--- config.mk ---
export PLATFORM = sky130hd
export DESIGN_NAME = periodic_task_tick_scheduler_core
export DESIGN_NICKNAME = d
export VERILOG_FILES = /design/src/rtl/ptts_pkg.sv /design/src/rtl/periodic_task_tick_scheduler_core.sv /design/src/rtl/ptts_cell.sv
export VERILOG_INCLUDE_DIRS = /design/src /design/src/rtl
export SDC_FILE = /design/constraint.sdc
export NUM_CORES = 1
export LEC_CHECK = 0
export BUFFER_PORTS_ARGS = -buffer_cell sky130_fd_sc_hd__buf_2
export CAP_MARGIN = 15
export CORE_MARGIN = 10
export CORE_UTILIZATION = 61
export CTS_CLUSTER_SIZE = 12
export DETAILED_ROUTE_END_ITERATION = 10
export PLACE_DENSITY = 0.78
export RECOVER_POWER = 25
export SYNTH_ARGS = -nofsm -noshare
export SYNTH_HDL_FRONTEND = slang
export SYNTH_HIERARCHICAL = 1
export SYNTH_SLANG_ARGS = --single-unit
--- constraint.sdc ---
create_clock -name clk -period 6.5 [get_ports clk]
set_input_delay 1.3 -clock clk [delete_from_list [all_inputs] [get_ports clk]]
set_output_delay 1.3 -clock clk [all_outputs]
set_load 0.05 [all_outputs]
--- src/rtl/periodic_task_tick_scheduler_core_defines.svh ---
// assertion macros for the periodic task tick scheduler
// needs a clock named clk and an active-low reset named rst_n in the using module
`ifndef PERIODIC_TASK_TICK_SCHEDULER_CORE_DEFINES_SVH
`define PERIODIC_TASK_TICK_SCHEDULER_CORE_DEFINES_SVH

// same-cycle implication
`define PTTS_ASSERT_NOW(lbl, ante, cons, msg) \
  lbl: assert property (@(posedge clk) disable iff (!rst_n) (ante) |-> (cons)) else $error(msg);

// next-cycle implication
`define PTTS_ASSERT_NEXT(lbl, ante, cons, msg) \
  lbl: assert property (@(posedge clk) disable iff (!rst_n) (ante) |=> (cons)) else $error(msg);

`endif

--- src/rtl/ptts_pkg.sv ---
// shared types and constants for the periodic task tick scheduler
// no dependencies
package ptts_pkg;

  localparam int TASK_SLOTS_DEF = 8;

  localparam int TICK_W   = 8;
  localparam int SLOT_W   = 3;
  localparam int CNT_W    = 16;

  localparam logic [TICK_W-1:0] TICK_MS_RST = 8'd1;

  // input tdata layout
  localparam int IN_SLOT_LSB  = 0;
  localparam int IN_PER_LSB   = IN_SLOT_LSB + SLOT_W;
  localparam int IN_DLY_LSB   = IN_PER_LSB + CNT_W;
  localparam int IN_RDY_LSB   = IN_DLY_LSB + CNT_W;
  localparam int IN_DATA_W    = 40;
  localparam int OUT_DATA_W   = 8;

  typedef enum logic {
    ACT_TICK   = 1'b0,
    ACT_CREATE = 1'b1
  } act_t;

  typedef enum logic [1:0] {
    ST_IDLE,
    ST_WALK,
    ST_FLUSH
  } st_t;

  // per-cell control
  typedef struct packed {
    logic wr;
    logic ready_req;
    logic shift;
  } cell_ctl_t;

endpackage

--- src/rtl/periodic_task_tick_scheduler_core.sv ---
// tick scheduler: a token walks the task slots one cell per cycle
// a create beat leaves the input ready; a tick beat holds in_tready low through the walk and the flush
// a due result is registered out in the cycle after the next due slot is walked; the last or
// none-due result is pushed from the flush state once the output can take it; output stalls stop the walk
// synchronous reset clears all slot valid flags at once and sets tick_ms to 1
// top level; depends on ptts_pkg, ptts_cell and the defines header
`include "periodic_task_tick_scheduler_core_defines.svh"

module periodic_task_tick_scheduler_core #(
  parameter int TASK_SLOTS = ptts_pkg::TASK_SLOTS_DEF
) (
  input  logic                              clk,
  input  logic                              rst_n,
  input  logic                              in_tvalid,
  output logic                              in_tready,
  // task_slot[2:0], period[18:3], first_delay[34:19], ready_req[35], zero pad
  input  logic [ptts_pkg::IN_DATA_W-1:0]    in_tdata,
  // action
  input  logic                              in_tuser,
  output logic                              out_tvalid,
  input  logic                              out_tready,
  // due_task[2:0], zero pad
  output logic [ptts_pkg::OUT_DATA_W-1:0]   out_tdata,
  // none_due
  output logic                              out_tuser,
  output logic                              out_tlast,
  input  logic                              cfg_wr_en,
  input  logic [ptts_pkg::TICK_W-1:0]       cfg_wr_data
);

  localparam int IDX_W = (TASK_SLOTS > 1) ? $clog2(TASK_SLOTS) : 1;

  ptts_pkg::st_t                   state_r, state_nxt;
  logic [IDX_W-1:0]                idx_r, idx_nxt;
  logic                            pend_vld_r, pend_vld_nxt;
  logic [ptts_pkg::SLOT_W-1:0]     pend_idx_r, pend_idx_nxt;
  logic                            out_vld_r, out_vld_nxt;
  logic [ptts_pkg::SLOT_W-1:0]     out_due_r, out_due_nxt;
  logic                            out_none_r, out_none_nxt;
  logic                            out_last_r, out_last_nxt;
  logic [ptts_pkg::TICK_W-1:0]     tick_ms_r, tick_ms_nxt;

  logic [ptts_pkg::SLOT_W-1:0]     in_slot;
  logic [ptts_pkg::CNT_W-1:0]      in_period;
  logic [ptts_pkg::CNT_W-1:0]      in_delay;
  logic                            in_ready_req;
  logic                            in_acc;
  logic                            tick_acc;
  logic                            create_acc;
  logic                            can_push;
  logic                            stall;
  logic                            advance;
  logic                            walk_end;
  logic                            hit_any;
  logic                            push;
  logic [ptts_pkg::SLOT_W-1:0]     push_due;
  logic                            push_none;
  logic                            push_last;

  logic [TASK_SLOTS-1:0]           hit_vec;
  logic [TASK_SLOTS-1:0]           tok_vec;
  logic [TASK_SLOTS:0]             tok_chain;

  assign in_slot      = in_tdata[ptts_pkg::IN_SLOT_LSB +: ptts_pkg::SLOT_W];
  assign in_period    = in_tdata[ptts_pkg::IN_PER_LSB +: ptts_pkg::CNT_W];
  assign in_delay     = in_tdata[ptts_pkg::IN_DLY_LSB +: ptts_pkg::CNT_W];
  assign in_ready_req = in_tdata[ptts_pkg::IN_RDY_LSB];

  assign in_tready  = (state_r == ptts_pkg::ST_IDLE);
  assign in_acc     = in_tvalid & in_tready;
  assign tick_acc   = in_acc & (in_tuser == ptts_pkg::ACT_TICK);
  assign create_acc = in_acc & (in_tuser == ptts_pkg::ACT_CREATE);

  assign hit_any  = |hit_vec;
  assign can_push = ~out_vld_r | out_tready;
  assign stall    = hit_any & pend_vld_r & ~can_push;
  assign advance  = (state_r == ptts_pkg::ST_WALK) & ~stall;
  assign walk_end = advance & (idx_r == IDX_W'(TASK_SLOTS - 1));

  // slot chain
  assign tok_chain[0] = tick_acc;

  for (genvar i = 0; i < TASK_SLOTS; i++) begin : g_cell
    ptts_pkg::cell_ctl_t ctl;

    assign ctl.wr        = create_acc & (int'(in_slot) == i);
    assign ctl.ready_req = in_ready_req;
    assign ctl.shift     = tick_acc | advance;
    assign tok_vec[i]    = tok_chain[i+1];

    ptts_cell u_cell (
      .clk        (clk),
      .rst_n      (rst_n),
      .ctl        (ctl),
      .period     (in_period),
      .first_delay(in_delay),
      .tick_ms    (tick_ms_r),
      .tok_in     (tok_chain[i]),
      .tok_out    (tok_chain[i+1]),
      .hit        (hit_vec[i])
    );
  end

  // next state
  always_comb begin
    state_nxt = state_r;
    unique case (state_r)
      ptts_pkg::ST_IDLE:  if (tick_acc) state_nxt = ptts_pkg::ST_WALK;
      ptts_pkg::ST_WALK:  if (walk_end) state_nxt = ptts_pkg::ST_FLUSH;
      ptts_pkg::ST_FLUSH: if (can_push) state_nxt = ptts_pkg::ST_IDLE;
      default:            state_nxt = ptts_pkg::ST_IDLE;
    endcase
  end

  // result push
  always_comb begin
    push      = 1'b0;
    push_due  = pend_idx_r;
    push_none = 1'b0;
    push_last = 1'b0;
    unique case (state_r)
      ptts_pkg::ST_WALK: begin
        push = advance & hit_any & pend_vld_r;
      end
      ptts_pkg::ST_FLUSH: begin
        push      = can_push;
        push_due  = pend_vld_r ? pend_idx_r : '0;
        push_none = ~pend_vld_r;
        push_last = 1'b1;
      end
      default: begin
        push = 1'b0;
      end
    endcase
  end

  always_comb begin
    idx_nxt      = idx_r;
    pend_vld_nxt = pend_vld_r;
    pend_idx_nxt = pend_idx_r;
    out_vld_nxt  = out_vld_r;
    out_due_nxt  = out_due_r;
    out_none_nxt = out_none_r;
    out_last_nxt = out_last_r;
    tick_ms_nxt  = cfg_wr_en ? cfg_wr_data : tick_ms_r;
    if (tick_acc) begin
      idx_nxt      = '0;
      pend_vld_nxt = 1'b0;
    end else if (advance) begin
      idx_nxt = idx_r + IDX_W'(1);
      if (hit_any) begin
        pend_vld_nxt = 1'b1;
        pend_idx_nxt = ptts_pkg::SLOT_W'(idx_r);
      end
    end
    if (push) begin
      out_vld_nxt  = 1'b1;
      out_due_nxt  = push_due;
      out_none_nxt = push_none;
      out_last_nxt = push_last;
    end else if (out_tready) begin
      out_vld_nxt = 1'b0;
    end
  end

  always_ff @(posedge clk) begin
    if (!rst_n) begin
      state_r    <= ptts_pkg::ST_IDLE;
      pend_vld_r <= 1'b0;
      out_vld_r  <= 1'b0;
      tick_ms_r  <= ptts_pkg::TICK_MS_RST;
    end else begin
      state_r    <= state_nxt;
      pend_vld_r <= pend_vld_nxt;
      out_vld_r  <= out_vld_nxt;
      tick_ms_r  <= tick_ms_nxt;
    end
  end

  always_ff @(posedge clk) begin
    idx_r      <= idx_nxt;
    pend_idx_r <= pend_idx_nxt;
    out_due_r  <= out_due_nxt;
    out_none_r <= out_none_nxt;
    out_last_r <= out_last_nxt;
  end

  assign out_tvalid = out_vld_r;
  assign out_tdata  = {{(ptts_pkg::OUT_DATA_W - ptts_pkg::SLOT_W){1'b0}}, out_due_r};
  assign out_tuser  = out_none_r;
  assign out_tlast  = out_last_r;

  `PTTS_ASSERT_NOW(a_tok_onehot, 1'b1, $onehot0(tok_vec), "more than one walk token")
  `PTTS_ASSERT_NOW(a_idle_no_tok, state_r != ptts_pkg::ST_WALK, tok_vec == '0,
                   "token present outside walk")
  `PTTS_ASSERT_NOW(a_none_is_last, out_tvalid && out_tuser, out_tlast,
                   "none-due result not marked last")
  `PTTS_ASSERT_NEXT(a_walk_start, tick_acc, state_r == ptts_pkg::ST_WALK && tok_vec[0],
                    "tick did not start walk at slot 0")

endmodule

--- src/rtl/ptts_cell.sv ---
// one task slot of the scheduler chain: valid, ready, period and countdown
// depends on ptts_pkg
module ptts_cell (
  input  logic                          clk,
  input  logic                          rst_n,
  input  ptts_pkg::cell_ctl_t           ctl,
  input  logic [ptts_pkg::CNT_W-1:0]    period,
  input  logic [ptts_pkg::CNT_W-1:0]    first_delay,
  input  logic [ptts_pkg::TICK_W-1:0]   tick_ms,
  input  logic                          tok_in,
  output logic                          tok_out,
  output logic                          hit
);

  logic                       valid_r, valid_nxt;
  logic                       ready_r, ready_nxt;
  logic                       tok_r, tok_nxt;
  logic [ptts_pkg::CNT_W-1:0] per_r, per_nxt;
  logic [ptts_pkg::CNT_W-1:0] cd_r, cd_nxt;
  logic [ptts_pkg::CNT_W-1:0] tick_ext;
  logic [ptts_pkg::CNT_W-1:0] reload;
  logic                       due;
  logic                       step;

  assign tick_ext = {{(ptts_pkg::CNT_W - ptts_pkg::TICK_W){1'b0}}, tick_ms};
  assign reload   = (per_r > tick_ext) ? (per_r - tick_ext) : '0;
  assign due      = valid_r & ready_r & (cd_r == '0);
  assign step     = ctl.shift & tok_r & valid_r & ready_r;
  assign hit      = tok_r & due;
  assign tok_out  = tok_r;

  always_comb begin
    valid_nxt = valid_r;
    ready_nxt = ready_r;
    per_nxt   = per_r;
    cd_nxt    = cd_r;
    tok_nxt   = ctl.shift ? tok_in : tok_r;
    if (ctl.wr) begin
      valid_nxt = 1'b1;
      ready_nxt = ctl.ready_req;
      per_nxt   = period;
      cd_nxt    = first_delay;
    end else if (step) begin
      cd_nxt = due ? reload : (cd_r - ptts_pkg::CNT_W'(1));
    end
  end

  always_ff @(posedge clk) begin
    if (!rst_n) begin
      valid_r <= 1'b0;
      ready_r <= 1'b0;
      tok_r   <= 1'b0;
    end else begin
      valid_r <= valid_nxt;
      ready_r <= ready_nxt;
      tok_r   <= tok_nxt;
    end
  end

  always_ff @(posedge clk) begin
    per_r <= per_nxt;
    cd_r  <= cd_nxt;
  end

endmodule

# After elaboration in Yosys (flattened, before gate mapping)

Cells that the tools add are included.
Widths: inputs -> output; s select.

Bits in registers: 303
Logic and storage cells: 227
Bits of input ports: 54
Output and inout port bits: 12

Multiplexer cells: 42
$add $sub $neg: 17
Equal/unequal tests: 13
Reductions and logical operators: 24
Bitwise logic cells: 74
$lt $le $gt $ge: 8

Operator list:

| operator              | count |
|---|---|
| $mux 16               | 32 |
| $gt 16x8->1           | 8 |
| $logic_not 16->1      | 8 |
| $sub 16x1->16 const B | 8 |
| $sub 16x8->16         | 8 |
| $and 1x1->1           | 65 |
| $reduce_bool 2->1     | 9 |
| $eq 3x3->1 const B    | 5 |
| $reduce_or 8->1       | 1 |
| $not 1->1             | 7 |
| $eq 3x2->1 const B    | 2 |
| $mux 2                | 3 |
| $mux 3                | 2 |
| $pmux 2 s3            | 1 |
| $reduce_and 3->1      | 2 |
| $ne 2x2->1 const B    | 2 |
| $add 3x1->3 const B   | 1 |
| $eq 3x1->1 const B    | 1 |
| $logic_not 3->1       | 1 |
| $mux 1                | 3 |
| $eq 2x1->1 const B    | 1 |
| $eq 2x2->1 const B    | 1 |
| $logic_not 2->1       | 1 |
| $ne 2x1->1 const B    | 1 |
| other kinds (4)       | 5 |

# Longest topological paths before layout

Gate-level depths: netlist of the first run.

Depth in word-level cells: 14
Gate-level depth with buffers: 12
Depth with buffers taken out: 11

# Hierarchy

The synthesis of the first run kept the hierarchy.

Modules (own cells, without submodules):

| module                            | cells an instance | times used | sequential area each (µm²) | area an instance (µm²) |
|---|---|---|---|---|
| ptts_cell at g_cell[0].u_cell ... | 228               | 4          | 1021.0                     | 2339.7 |
| ptts_cell at g_cell[6].u_cell ... | 226               | 2          | 1021.0                     | 2399.8 |
| ptts_cell at g_cell[4].u_cell ... | 226               | 2          | 1021.0                     | 2322.2 |
| periodic_task_tick_scheduler_core | 113               | 1          | 540.5                      | 1154.9 |

# Least setup slack after synthesis of the first run

Ideal clock, no wire load.

Path kind: in2reg
Start: input in_tdata[2] (netlist name)
End: register g_cell[0].u_cell/cd_r[0] (netlist name), enable pin
Path buffers: 2
Arrival: 3.965 ns
Cell stages on the path: 5
Setup time: 0.373 ns
Required time: 6.127 ns
Path slack: 2.162 ns
Path through: nand4b_1 > nor3_1 > clkbuf_1 > clkbuf_1 > a41o_1

RTL lines:

| what                 | RTL line                                | RTL |
|---|---|---|
| start, declared      | periodic_task_tick_scheduler_core.sv:17 | `input logic [ptts_pkg::IN_DATA_W-1:0] in_tdata,` |
| end signal, assigned | ptts_cell.sv:62                         | `cd_r <= cd_nxt;` |
| end, declared        | ptts_cell.sv:19                         | `logic [ptts_pkg::CNT_W-1:0] cd_r, cd_nxt;` |

==> flow_metrics.py, run 1 <==
metrics = {
    "run_status": {
        "outcome": "complete, but fails checks",
        "violated_checks": "max-capacitance violations, max-slew violations",
    },
    "cells_and_area": {
        "area_of_the_multi_input_gates_um2": 10500,
        "seqCellArea_um2": 8710,
        "final_net_count": 2123,
        "fillers": 2518,
        "fin_area_um2": 21800,
        "drive_gt1_frac": 0.113,
        "syn2layout_area_growth_pct": 9.20,
    },
    "synth": {
        "synth_area_leaders": "sky130_fd_sc_hd__edfxtp_1 40%, sky130_fd_sc_hd__ha_1 5.4%, sky130_fd_sc_hd__xnor2_1 4.2%",
        "post-synth-top-area-fraction": 0.397,
        "synth_edf_count": 264,
        "netlist.top_cell.by_area": "sky130_fd_sc_hd__edfxtp_1",
        "synth_most_common_cell": "sky130_fd_sc_hd__edfxtp_1",
        "post_synth_num_cell_types": 80,
        "ys_seq_area_frac": 0.436,
        "synth-main-ff-cell": "sky130_fd_sc_hd__edfxtp_1",
        "synthCells": 1929,
        "synth-async-reset-ratio": 0,
        "synth_area_per_cell_um2": 10.3,
        "ys_ff_latch": 303,
        "yosys_warnings": 6,
        "synth_commonest_cells": "264 x sky130_fd_sc_hd__edfxtp_1, 130 x sky130_fd_sc_hd__nor2_1, 127 x sky130_fd_sc_hd__a21oi_1",
        "mappedNetlistArea_um2": 20000,
    },
    "sta": {
        "max_freq_mhz": 224,
        "worstMarginPinSlew_ns": 2.05,
        "setup_violations": 0,
        "final_clock_period_utilization_by_the_worst_path": 0.687,
        "timing.clock.skew_ns": 0.0180,
        "final_hold_viol_count": 0,
        "unrepaired_setup_endpoints_after_global_routing": "false",
        "setup_total_negative_slack_ns": 0,
        "max-slew-margin-rel": -0.365,
        "drv_slew": 39,
        "min_period_ns": 4.47,
    },
    "critical_path": {
        "worstReg2RegEnd": "g_cell[2].u_cell/cd_r[5]",
        "worst_path_depth": 10,
        "setup.worst_path.end": "g_cell[2].u_cell/cd_r[5]",
        "critPathRequiredTime_ns": 6.64,
        "worst_r2r_path_depth": 10,
        "timing.setup.critical_path_class": "flop to flop",
        "setup.worst_path.start_class": "flop",
        "critical_path.max_stage_delay_ns": 0.85,
        "total_buffers_and_inverters_traversed_by_the_critical_path": 2,
        "cp_top_family": "compound AO/OA/AOI/OAI gates",
        "setup.worst_path.start": "g_cell[5].u_cell/cd_r[0]",
        "cp.arrival_ns": 4.60,
        "rrSetupSlack_ns": 2.03,
        "path_cells": "inv_1 > ha_1 > nand4b_1 > and4b_1 > and2_1 > nor4_4 > a21oi_2 > o21ai_2 > buf_4 > a41o_1",
        "r2r-start": "g_cell[5].u_cell/cd_r[0]",
        "cpMaxStageDelayCell": "sky130_fd_sc_hd__o21ai_2",
        "worstSetupEndpointType": "flop",
        "crit_fanout": 20,
    },
    "floorplan": {
        "area_of_the_die_um2": 40400,
        "chipWidth_um": 201,
        "fp-row-count": 66,
        "start_util": 0.617,
        "core-area_um2": 32400,
        "die_height_um": 201,
        "num_io_pins": 66,
    },
    "worst_hold_path": {
        "hold_path_startpoint": "idx_r[2]",
        "min-delay-path-class": "flop to flop",
    },
    "routing": {
        "dr.pass1.iters": 6,
        "drt_iter0_drc": 1680,
        "drc": 0,
        "avgViaCountPerCell": 6.42,
        "drt-wirelength-per-cell_um": 23.2,
        "postRouteAntennaNets": 0,
        "route.final.wire_length_mm": 56.7,
        "vias": 15700,
    },
    "power": {
        "total_power_divided_by_cell_area_nw_per_um2": 225,
        "share_clk_of_total_power": 0.416,
        "leakagePower_uw": 0.00744,
        "portion_of_total_power_attributed_to_combinational_logic": 0.129,
        "seqPwrFrac": 0.456,
        "vdd_ir_drop_max_mv": 0.243,
        "netSwitchingFraction": 0.255,
        "netSwitchingPower_uw": 1250,
        "power.internal_uw": 3650,
    },
    "clock_network": {
        "clock_sinks": 303,
        "post_cts_hold_buffer_count": 0,
        "worst_skew_pair.late_latency_ns": 0.52,
        "clock_tree_from_tritoncts": "done",
        "clkTransAtPathRegs_ns": 0.06,
        "number_of_clock_buffers_inserted_by_tritoncts": 35,
        "post_cts.resized_instances": 0,
        "cts_htree_levels": 2,
        "clock_tree.buffer_depth": 3,
        "post-cts-setup-buffers": 0,
        "clock-root-buffer": "sky130_fd_sc_hd__clkbuf_16",
    },
    "grt": {
        "largest_net_degree_at_the_start_of_global_routing": 53,
        "globalRoute.totalOverflow": 0,
        "number_of_antenna_violations_at_the_first_check_in_global_routing": 2,
        "first_global_vias": 15283,
        "groute.usage.overall": 0.274,
        "grt_first_pass_wirelength_mm": 86.9,
    },
    "flow_run": {
        "maxCapViolCount": 1,
    },
    "place": {
        "hpwl_mm": 38.0,
        "detailed_place.area_um2": 20600,
        "port-buffer-count": 56,
        "globalplace.congestion": 0.920,
    },
}
==> flip-flops by register name, summed over array words and instances, names as in the netlist <==
signal and count:
out_tlast 1, g_cell.u_cell/ready_r 8, out_due_r 3, g_cell.u_cell/cd_r 128
idx_r 3, pend_vld_r 1, state_r 2, g_cell.u_cell/per_r 128
pend_idx_r 3, out_tuser 1, tick_ms_r 8, g_cell.u_cell/tok_out 8
g_cell.u_cell/valid_r 8, out_tvalid 1
==> layout make-up <==
cell class / instances / share of cell area
Clock buffer: 53 / 0.0494
Sequential cell: 303 / 0.400
Inverter: 119 / 0.0205
Timing Repair Buffer: 66 / 0.0153
Multi-Input combinational cell: 1450 / 0.484
Clock inverter: 10 / 0.00580
Tap cell: 442 / 0.0254
Antenna cell: 4 / 0.000459
==> layer usage <==
metal	wire, µm	track usage	vias to the layer above	share of wire
met3	5710	0.0476	139	0.10
met2	26300	0.443	709	0.46
met5	0	0	-	0
met1	22200	0.354	7550	0.39
met4	2490	0.123	0	0.044
li1	-	-	7302	-
==> worst min-delay path by stage <==
stage                    end  cells after the start
2_1_floorplan  pend_idx_r[1]                      0
3_3_place_gp   pend_idx_r[2]                      0
3_5_place_dp   pend_idx_r[2]                      0
4_1_cts        pend_idx_r[2]                      0
5_1_grt        pend_idx_r[2]                      0
6_report       pend_idx_r[2]                      0
==> worst register-to-register path, cell delays in order, from the launching register on <==
cell                       delay (ns)
sky130_fd_sc_hd__edfxtp_1        0.40
sky130_fd_sc_hd__inv_1           0.09
sky130_fd_sc_hd__ha_1            0.20
sky130_fd_sc_hd__nand4b_1        0.13
sky130_fd_sc_hd__and4b_1         0.44
sky130_fd_sc_hd__and2_1          0.32
sky130_fd_sc_hd__nor4_4          0.47
sky130_fd_sc_hd__a21oi_2         0.20
sky130_fd_sc_hd__o21ai_2         0.85
sky130_fd_sc_hd__buf_4           0.31
sky130_fd_sc_hd__a41o_1          0.68
==> metrics by stage <==
stage / utilization / instances / power [µW] / setup slack, ns / hold WS, ns
floorplan: - / 1933 / 2670 / 2.16 / 0.428
global placement: 0.636 / 2380 / 2870 / 2.24 / 0.458
detailed placement: 0.636 / 2380 / 2890 / 2.16 / 0.468
CTS: 0.674 / 2443 / 4910 / 2.13 / 0.482
global route: 0.673 / 2443 / 5060 / 1.81 / 0.496
finish: 0.673 / 2447 / 4900 / 2.03 / 0.485
==> cell families (layout without fill, tap and decap cells) <==
| group | after synthesis | in the layout | synth area share |
|---|---|---|---|
| AND/OR/NAND/NOR | 661 | 661 | 0.205 |
| AO/OA/AOI/OAI | 478 | 478 | 0.162 |
| flip-flops | 303 | 303 | 0.436 |
| XOR/XNOR | 184 | 184 | 0.0807 |
| buffers and inverters | 180 | 248 | 0.0391 |
| adder cells (fa/ha/maj) | 94 | 94 | 0.0619 |
| multiplexers | 28 | 28 | 0.0142 |
| other | 1 | 9 | 0.000188 |
==> power groups by stage <==
| stage | combinational, µW | clock (µW) | sequential (µW) |
|---|---|---|---|
| 2_1_floorplan | 415 | 0 | 2250 |
| 3_3_place_gp | 600 | 0 | 2270 |
| 3_5_place_dp | 616 | 0 | 2270 |
| 4_1_cts | 621 | 2060 | 2230 |
| 5_1_grt | 684 | 2140 | 2240 |
| 6_report | 632 | 2040 | 2230 |
==> layout by cell type, fill, tap and decap left out, types with 27 or more instances in the layout <==
master                      instances
sky130_fd_sc_hd__nand2b_1          27
sky130_fd_sc_hd__clkbuf_16         38
sky130_fd_sc_hd__inv_1            119
sky130_fd_sc_hd__ha_1              86
sky130_fd_sc_hd__xnor2_1           96
sky130_fd_sc_hd__edfxtp_1         264
sky130_fd_sc_hd__xor2_1            88
sky130_fd_sc_hd__nor2b_1           49
sky130_fd_sc_hd__a21oi_1          127
sky130_fd_sc_hd__o21ai_0           78
sky130_fd_sc_hd__nor3_1            74
sky130_fd_sc_hd__nor2_1           124
sky130_fd_sc_hd__dfxtp_1           39
sky130_fd_sc_hd__nand2_1          108
sky130_fd_sc_hd__buf_2             39
sky130_fd_sc_hd__a22oi_1           40
sky130_fd_sc_hd__nand3_1           44
No activity file was read; power rests on OpenSTA's default activity.
==> run 2, diff against run 1 <==
- ABC_AREA: not set -> 1
- clock period: 6.5 -> 4.4 ns (I/O delays scaled with it)
==> run 2 against run 1 <==
The run still ends with max-capacitance violations, max-slew violations left. Total power is 54% higher. Wire length is 19% higher. Maximum frequency is 27% higher. Hold slack worse by 0.029 ns. Via count is 30% higher. Critical path depth is 7 higher. Sequential power is 51% higher. Highest routed layer is now met5.
==> flow_metrics.py, run 2 <==
metrics = {
    "routing": {
        "vias": 20485,
        "route.final.wire_length_mm": 67.5,
        "dr.pass1.iters": 6,
        "drc": 0,
        "drt-wirelength-per-cell_um": 18.3,
        "avgViaCountPerCell": 5.57,
        "postRouteAntennaNets": 0,
        "drt_iter0_drc": 1946,
    },
    "power": {
        "vdd_ir_drop_max_mv": 0.367,
        "total_power_divided_by_cell_area_nw_per_um2": 306,
        "portion_of_total_power_attributed_to_combinational_logic": 0.154,
        "power.internal_uw": 5380,
        "share_clk_of_total_power": 0.401,
        "netSwitchingFraction": 0.287,
        "seqPwrFrac": 0.445,
        "netSwitchingPower_uw": 2170,
        "power.total_uw": 7550,
        "leakagePower_uw": 0.0109,
    },
    "cells_and_area": {
        "area_of_the_multi_input_gates_um2": 11700,
        "mostFrequentLayoutCell": "sky130_fd_sc_hd__nand2_1",
        "finish.utilization": 0.671,
        "most-common-layout-cells": "673 x sky130_fd_sc_hd__nand2_1, 526 x sky130_fd_sc_hd__inv_1, 512 x sky130_fd_sc_hd__nor2_1",
        "seqCellArea_um2": 8710,
        "drive_gt1_frac": 0.117,
        "antenna_cells_inserted": 0,
        "largestRegisters": "g_cell.u_cell/cd_r: 128 flops, g_cell.u_cell/per_r: 128 flops",
        "fillers": 3244,
        "syn2layout_area_growth_pct": 7.80,
        "final_net_count": 3336,
    },
    "place": {
        "port-buffer-count": 56,
        "globalplace.congestion": 0.950,
        "pre_cts_slack_ns": 0.930,
        "hpwl_mm": 48.3,
    },
    "floorplan": {
        "area_of_the_die_um2": 45700,
        "num_io_pins": 66,
        "fp-row-count": 70,
        "start_util": 0.622,
        "core-area_um2": 36800,
        "die_height_um": 214,
        "chipWidth_um": 214,
    },
    "critical_path": {
        "cpMaxStageDelayCell": "sky130_fd_sc_hd__edfxtp_1",
        "setup.worst_path.start_class": "flop",
        "crit_fanout": 16,
        "critical_path.max_stage_delay_ns": 0.33,
        "timing.critical_path.mode_cell": "sky130_fd_sc_hd__nand2_1",
        "timing.setup.critical_path_class": "flop to flop",
        "cp.arrival_ns": 3.74,
        "path_cells": "inv_1 > ha_1 > nand2_1 > nor3_1 > nand3_1 > nor2_1 > inv_1 > nand2_1 > nor2_1 > nand2_1 > nand3_1 > nand2_1 > nand2_1 > buf_4 > inv_1 > o31ai_2 > buf_4",
        "worstSetupEndpointType": "flop",
        "critPathRequiredTime_ns": 4.61,
    },
    "sta": {
        "max-slew-margin-rel": -0.570,
        "unrepaired_setup_endpoints_after_global_routing": "false",
        "worstMarginPinSlew_ns": 2.36,
        "min_period_ns": 3.52,
        "setup_total_negative_slack_ns": 0,
        "final_clock_period_utilization_by_the_worst_path": 0.801,
        "timing.clock.skew_ns": 0.0169,
        "setup_violations": 0,
        "setup_ws_ns": 0.876,
        "max_freq_mhz": 284,
        "drv_slew": 36,
        "final_hold_viol_count": 0,
        "holdWs_ns": 0.456,
    },
    "worst_hold_path": {
        "min-delay-path-class": "flop to flop",
    },
    "synth": {
        "post-synth-top-area-fraction": 0.346,
        "ys_ff_latch": 303,
        "synth-async-reset-ratio": 0,
        "synth_edf_count": 264,
        "synth-main-ff-cell": "sky130_fd_sc_hd__edfxtp_1",
        "mappedNetlistArea_um2": 22900,
        "synth_area_per_cell_um2": 7.34,
        "ys_seq_area_frac": 0.381,
        "synth_commonest_cells": "673 x sky130_fd_sc_hd__nand2_1, 526 x sky130_fd_sc_hd__inv_1, 520 x sky130_fd_sc_hd__nor2_1",
        "yosys_warnings": 6,
        "netlist.top_cell.by_area": "sky130_fd_sc_hd__edfxtp_1",
        "post_synth_num_cell_types": 43,
        "synth_area_leaders": "sky130_fd_sc_hd__edfxtp_1 35%, sky130_fd_sc_hd__nand2_1 11%, sky130_fd_sc_hd__inv_1 8.6%",
        "synthCells": 3118,
        "synth_most_common_cell": "sky130_fd_sc_hd__nand2_1",
    },
    "run_status": {
        "violated_checks": "max-capacitance violations, max-slew violations",
        "outcome": "complete, but fails checks",
    },
    "grt": {
        "globalRoute.totalOverflow": 0,
        "groute.usage.overall": 0.296,
        "first_global_vias": 19454,
        "number_of_antenna_violations_at_the_first_check_in_global_routing": 4,
        "largest_net_degree_at_the_start_of_global_routing": 36,
        "grt_first_pass_wirelength_mm": 105,
    },
    "clock_network": {
        "post_cts_hold_buffer_count": 0,
        "clock-root-buffer": "sky130_fd_sc_hd__clkbuf_16",
        "clock_tree_from_tritoncts": "done",
        "clock_sinks": 303,
        "clkTransAtPathRegs_ns": 0.06,
        "worst_skew_pair.late_latency_ns": 0.54,
        "post_cts.resized_instances": 0,
        "post-cts-setup-buffers": 0,
        "clock_tree.buffer_depth": 3,
        "number_of_clock_buffers_inserted_by_tritoncts": 36,
        "cts_htree_levels": 2,
    },
    "flow_run": {
        "maxCapViolCount": 1,
    },
}
run 2: cell types whose count changed after synthesis, moves of 49 or more:
cell and change:
sky130_fd_sc_hd__inv_1 +407, sky130_fd_sc_hd__nand3_1 +182, sky130_fd_sc_hd__nor2_1 +390, sky130_fd_sc_hd__nand2_1 +565
sky130_fd_sc_hd__nand3_2 +50, sky130_fd_sc_hd__xnor2_1 -68, sky130_fd_sc_hd__nor2b_1 -49, sky130_fd_sc_hd__a21oi_1 +82
run 2: cell type report:
type / count / share of cell area
clock buffers: 46 / 0.0409
multi-input cells: 2221 / 0.476
well taps: 468 / 0.0237
flip-flops and latches: 303 / 0.353
clock inverters: 17 / 0.00654
repair buffers: 74 / 0.0160
inverters: 552 / 0.0840
run 2: cells by family after synthesis:
family / after synthesis / share of synthesized area
AO/OA/AOI/OAI: 372 / 0.0955
XOR/XNOR: 72 / 0.0276
adder cells (fa/ha/maj): 94 / 0.0540
buffers and inverters: 598 / 0.110
flip-flops: 303 / 0.381
other: 1 / 0.000164
AND/OR/NAND/NOR: 1678 / 0.332
run 2: power groups by stage:
stage	clock network, µW	registers [µW]	logic, µW
floorplan	0	3400	751
global placement	0	3410	1100
detailed placement	0	3420	1130
CTS	3050	3360	1150
global route	3160	3370	1290
finish	3020	3360	1160
run 2: per-layer routing:
layer	wire length (µm)	share of wire	GRT usage
met5	12	0.00018	0
met3	6000	0.089	0.0514
met2	30600	0.45	0.482
met1	27800	0.41	0.383
met4	3130	0.046	0.129
run 2: worst max-delay path, delay by kind of cell, from the launching register on:
family	cells	cell delay, ns
and+or+nand+nor	10	1.51
DFF	1	0.33
adders and majority gates	1	0.23
buffers and inverters	5	0.88
AOI/OAI and AO/OA	1	0.24
run 2: through the flow:
step           cell area, µm²  cells
6_report                24700   3681
2_1_floorplan           22900   3122
5_1_grt                 24700   3681
3_5_place_dp            23500   3618
3_3_place_gp            23500   3618
4_1_cts                 24700   3681
run 2: worst paths after layout:
check | from | endpoint | slack (ns) | cells past startpoint
hold / removal | g_cell[2].u_cell/valid_r | g_cell[2].u_cell/valid_r | 0.46 | 1
setup / recovery | g_cell[4].u_cell/cd_r[0] | g_cell[4].u_cell/cd_r[12] | 0.88 | 17
hold reg to reg | g_cell[2].u_cell/valid_r | g_cell[2].u_cell/valid_r | 0.46 | 1
setup reg to reg | g_cell[4].u_cell/cd_r[0] | g_cell[4].u_cell/cd_r[12] | 0.88 | 17
